## config.mk

```make
export PLATFORM = sky130hd
export DESIGN_NAME = psfra_ctrl
export DESIGN_NICKNAME = d
export VERILOG_FILES = /design/src/psfra_pkg.sv /design/src/psfra_ctrl.sv
export SDC_FILE = /design/constraint.sdc
export NUM_CORES = 1
export LEC_CHECK = 0
export ABC_AREA = 0
export BUFFER_PORTS_ARGS = -buffer_cell sky130_fd_sc_hd__buf_4
export CAP_MARGIN = 20
export CORE_AREA = 2 2 39 41
export DETAILED_ROUTE_END_ITERATION = 10
export DIE_AREA = 0 0 41 43
export HOLD_SLACK_MARGIN = 0.1
export PLACE_DENSITY = 0.31
export SYNTH_ARGS = -nofsm -noshare
export SYNTH_HDL_FRONTEND = slang
export SYNTH_SLANG_ARGS = --single-unit
```

## constraint.sdc

```tcl
create_clock -name clk -period 1.35 [get_ports clk]
set_input_delay 0 -clock clk [delete_from_list [all_inputs] [get_ports clk]]
set_output_delay 0 -clock clk [all_outputs]
set_load 0.005 [all_outputs]
```

## src/psfra_pkg.sv

```systemverilog
package psfra_pkg;

  localparam int ADDR_W  = 32;
  localparam int LINE_W  = 32;
  localparam int CFG_W   = 9;
  localparam int CNT_W   = 9;
  localparam int TOTAL_W = 16;
  localparam int IDX_W   = 2;

  localparam logic [CFG_W-1:0]   THRESHOLD_RST = 9'd5;
  localparam logic [CFG_W-1:0]   WINDOW_RST    = 9'd100;
  localparam logic [TOTAL_W-1:0] TOTAL_MAX     = 16'hFFFF;
  localparam logic [CNT_W-1:0]   CNT_MAX       = 9'h1FF;

  typedef enum logic [IDX_W-1:0] {
    CFG_THRESHOLD = 2'd0,
    CFG_WINDOW    = 2'd1
  } cfg_idx_t;

  // Commands from controller to datapath.
  typedef struct packed {
    logic accept;   // request taken this cycle
    logic scan;     // walk history ring and source table
    logic resolve;  // pick slot, allocate new source
    logic update;   // finish record, load result
  } cmd_t;

  typedef struct packed {
    logic scan_done;
    logic out_free;
  } stat_t;

  typedef struct packed {
    logic [LINE_W-1:0] line;
    logic [ADDR_W-1:0] addr;
  } hist_t;

  typedef struct packed {
    logic [TOTAL_W-1:0] total;
    logic [LINE_W-1:0]  start_line;
    logic               alerted;
  } rec_t;

endpackage

```

## src/psfra_ctrl.sv

```systemverilog
module psfra_ctrl
  import psfra_pkg::*;
(
  input  logic  clk,
  input  logic  rst,
  input  logic  s_tvalid,
  output logic  s_tready,
  input  stat_t stat,
  output cmd_t  cmd
);

  typedef enum logic [1:0] {
    ST_IDLE,
    ST_SCAN,
    ST_RESOLVE,
    ST_UPDATE
  } state_t;

  state_t state;

  assign s_tready    = (state == ST_IDLE);
  assign cmd.accept  = (state == ST_IDLE) && s_tvalid;
  assign cmd.scan    = (state == ST_SCAN);
  assign cmd.resolve = (state == ST_RESOLVE);
  assign cmd.update  = (state == ST_UPDATE);

  always_ff @(posedge clk) begin
    if (rst) begin
      state <= ST_IDLE;
    end else begin
      case (state)
        ST_IDLE:    if (s_tvalid) state <= ST_SCAN;
        ST_SCAN:    if (stat.scan_done) state <= ST_RESOLVE;
        ST_RESOLVE: state <= ST_UPDATE;
        ST_UPDATE:  if (stat.out_free) state <= ST_IDLE;
        default:    state <= ST_IDLE;
      endcase
    end
  end

endmodule

```

# Word-level counts from Yosys, hierarchy flattened
# Index checks and enable logic that the tools add are counted.
# totals
ff_bits	2
latch_bits	0
mem_bits_rw	0
mem_bits_ro	0
in_bits	5
out_inout_bits	5
wordCells	14
n_memories	0
# op_classes
n_addsub	0
mul	0
n_div	0
magnitude_cmp	0
n_eq_ne	6
shifts	0
muxes	4
bitwise	0
reduce_logical	3
# op_table
operator	n
$pmux W2 S4	1
$mux W2	3
$ne A2 B2 Y1 const B	3
$eq A2 B2 Y1 const B	2
$reduce_and A3 Y1	1
$eq A2 B1 Y1 const B	1
$logic_not A2 Y1	1
$logic_and A1 B1 Y1	1

# Longest topological paths before layout
# depth
ltp_word	3
depth_mapped	5
depth_no_buf	5

# Worst setup path after synthesis
# OpenSTA, ideal clock, no wires.
# synth_timing
path_type	flip-flop to flip-flop
start	reg state[1]
end	reg state[0]
setup_time_ps	116
arrival_time_ps	1307
t_required_ps	1234
slack_ps	-73
stages_incl_launch_ff	6
path_buffers	0
period_less_slack_ps	1423
cell_sequence	dfxtp_1 -> inv_1 -> ha_1 -> nor2b_1 -> or4_1 -> o211a_1
# synth_lines
element	line_no	source
start: declaration	psfra_ctrl.sv:19	state_t state;
start signal: assignment	psfra_ctrl.sv:29	state <= ST_IDLE;
start signal: assignment	psfra_ctrl.sv:32	ST_IDLE: if (s_tvalid) state <= ST_SCAN;
start signal: assignment	psfra_ctrl.sv:33	ST_SCAN: if (stat.scan_done) state <= ST_RESOLVE;

# Worst setup path after layout
# layout_timing
start	reg state[1]
end	reg state[0]
# layout_between
elab_chain_cells	3
word_cells_on_any_way	9
cone_classes	6 x eq/ne; 1 x mux; 2 x reduce/logical
# layout_lines
element	line_no	source
$eq A2 B1 Y1, or another cell as far along	psfra_ctrl.sv:31	case (state)
$ne A2 B2 Y1 (no line)	-	
$reduce_and A3 Y1 (no line)	-	
# Several ways; a longest one is shown, not always the timed one.
# A chain may end at the register's enable or synchronous reset.

==> flow_summary.ini <==
[status]
outcome = finished with violations
violations = setup timing

[detailed_routing]
vias = 188
drt_iter0_markers = 1
drtAntennaViolNets = 0
met3_length_microns = 69
routed.top_layer = met3
avgRoutedWirePerCell_microns = 9.49
wl_met1_microns = 188
via_per_inst = 3.69
wl_met2_microns = 225
drc = 0
firstDrtPassIters = 4
wl_microns = 484

[placed_design]
portBuffers = 9
dp_slack_ns = -0.0628
post-dp-hpwl_microns = 347
place_area_sq_um = 274
place_congestion = 0.592

[timing]
fin_crit_ns = 1.40
max_freq_ghz = 0.715
finalCritPeriodShare_pct = 104
layout_setup_ws_ns = -0.0481
rsz0062_at_grt = true
setup-violations-final = 1
relSlewSlack_pct = 80.8
finalHoldViolCount = 0
worstMarginPinSlew_ns = 0.287
drv_slew = 0
clock-skew-final_ns = 0.00308
final.setup.tns_ns = -0.0481

[critical_path]
arrival_ns = 1.51
critPathCaptureType = register
critical_path.cell_chain = inv_4 -> ha_4 -> nor2b_4 -> or4_4 -> o211a_1
slowest_stage = or4_4
required_ns = 1.46
critical_path.top_delay_family = simple AND/OR/NAND/NOR gates
path_class = reg2reg
crit_fanout = 4
critPathBufInv = 1
slowest_delay_ns = 0.50
worstSetupStartpointType = register

[logic_synthesis]
ys_seq_elements = 2
async_flop_share_pct = 0
synthCells = 19
synth_seq_area_share_pct = 24.1
synth.cell_area_sq_um = 166
synth_most_common_cell = ha_1
synth.avg_cell_area_sq_um = 8.76
yosysTopAreaCell = ha_1
synthTopCellsByCount = ha_1 (4), inv_1 (3), nor2b_1 (3), dfxtp_1 (2), nand2_1 (2)
synth_fp_nets = 28
yosys_warnings = 0
synth-main-ff-cell = dfxtp_1
synthDistinctLibCells = 10
yosys-top-cells-area = ha_1 (30%), dfxtp_1 (24%), nor2b_1 (11%)
synth_top_area_share_pct = 30.1
synth_edf_count = 0

[finish]
layout-drive-gt1-share_pct = 65.7
regMostFlops = state
area.growth.synth_to_final_pct = 114
diodes = 0
final_util_pct = 25.8
finalInstanceArea_sq_um = 357
largest_reg_flops = 2
reg_top3 = state: 2 flops
final_nets = 46

[global_route]
antenna_found_initial = 0
grt_pass1_wl_microns = 621
grt_max_degree = 5
gr-total-overflow = 0
grt.total_usage_pct = 6.01
grt_pass1_vias = 155

[cts]
cts_root_buffer = clkbuf_4
insertion_delay_ns = 0.22
cts_tree = built
htree_levels = 1
clk_pin_slew_ns = 0.03
cts_buffer_depth = 2
cts_num_sinks = 2
tritoncts.num_buffers = 3

[power]
power_density_mw_per_mm2 = 2080
p_sw_mw = 0.249
p_int_mw = 0.491
peakVddDrop_mv = 0.651
swShare_pct = 33.7
seqPwrFrac_pct = 20.0
comb_power_share_pct = 62.3
leakagePower_nw = 0.175
power_mw = 0.741
clockPowerShare_pct = 17.7

[die]
die_area_sq_mm = 0.00176
core_sq_mm = 0.00138
die_h_microns = 43
initial_core_util_pct = 12.0
fp-row-count = 14
top_level_ports = 10
die_x_microns = 41

[worst_hold_path]
holdCritPathClass = in2reg

[flow_run]
cap_violations = 0
tightest hold or removal path: cells and delay by family:
family | cells | cell delay (ns)
and+or+nand+nor | 2 | 0.24
muxes | 1 | 0.10
buffers and inverters | 1 | 0.08
path summary, 6_finish.rpt:
| kind | to | from | slack [ns] | cells after the start |
|---|---|---|---|---|
| max | state[0] | state[1] | -0.05 | 5 |
| min | state[1] | s_tvalid | 0.26 | 4 |
| max reg2reg | state[0] | state[1] | -0.05 | 5 |
| min reg2reg | state[1] | state[1] | 0.52 | 2 |
kinds of logic after synthesis:
kind of cell	share of synthesized area, %
and+or+nand+nor	27.1
adders and majority gates	30.1
buffers and inverters	6.77
DFF	24.1
AOI/OAI and AO/OA	6.02
muxes	6.02
power groups by stage:
stage | combinational [mW] | clock [mW] | sequential (mW)
global route | 0.513 | 0.148 | 0.158
detailed placement | 0.374 | 0 | 0.128
floorplan | 0.181 | 0 | 0.120
global placement | 0.363 | 0 | 0.131
CTS | 0.377 | 0.141 | 0.127
finish | 0.461 | 0.131 | 0.148
area by class of cell:
class | instances | area [sq um]
clock buffers | 3 | 22.5
well taps | 16 | 20.0
fillers | 158 | 1030
multi-input cells | 14 | 153
inverters | 3 | 13.8
flip-flops and latches | 2 | 47.5
repair buffers | 13 | 100
placed cells by master, fill, tap and decap left out:
cell type,instances
nand2_1,2
ha_1,2
or4_4,1
ha_4,1
nor3_4,1
o211a_1,1
mux2i_1,1
buf_4,12
inv_1,2
nor2b_4,1
nor2b_1,2
clkbuf_4,3
ha_2,1
dfxtp_4,2
and2_1,1
dlygate4sd3_1,1
inv_4,1
layer usage:
layer,vias up,GRT usage (%)
li1,94,-
met1,82,6.05
met2,12,7.19
met3,0,4.71
met4,0,6.00
met5,-,0
what timing repair did:
action | 4_1_cts | 5_1_grt
setup endpoints to repair | 2 | 2
hold buffers | 1 | 0
pin swaps | 0 | 2
setup buffers | 0 | 1
gates resized for setup | 0 | 10
endpoints found under the hold margin | 2 | 0
per-stage QoR:
stage	instances	hold WS (ns)
2_1_floorplan	19	0.116
3_3_place_gp	46	0.286
3_5_place_dp	46	0.296
4_1_cts	50	0.234
5_1_grt	51	0.284
6_report	51	0.261
Note: power is estimated with default switching activity, not from simulation.
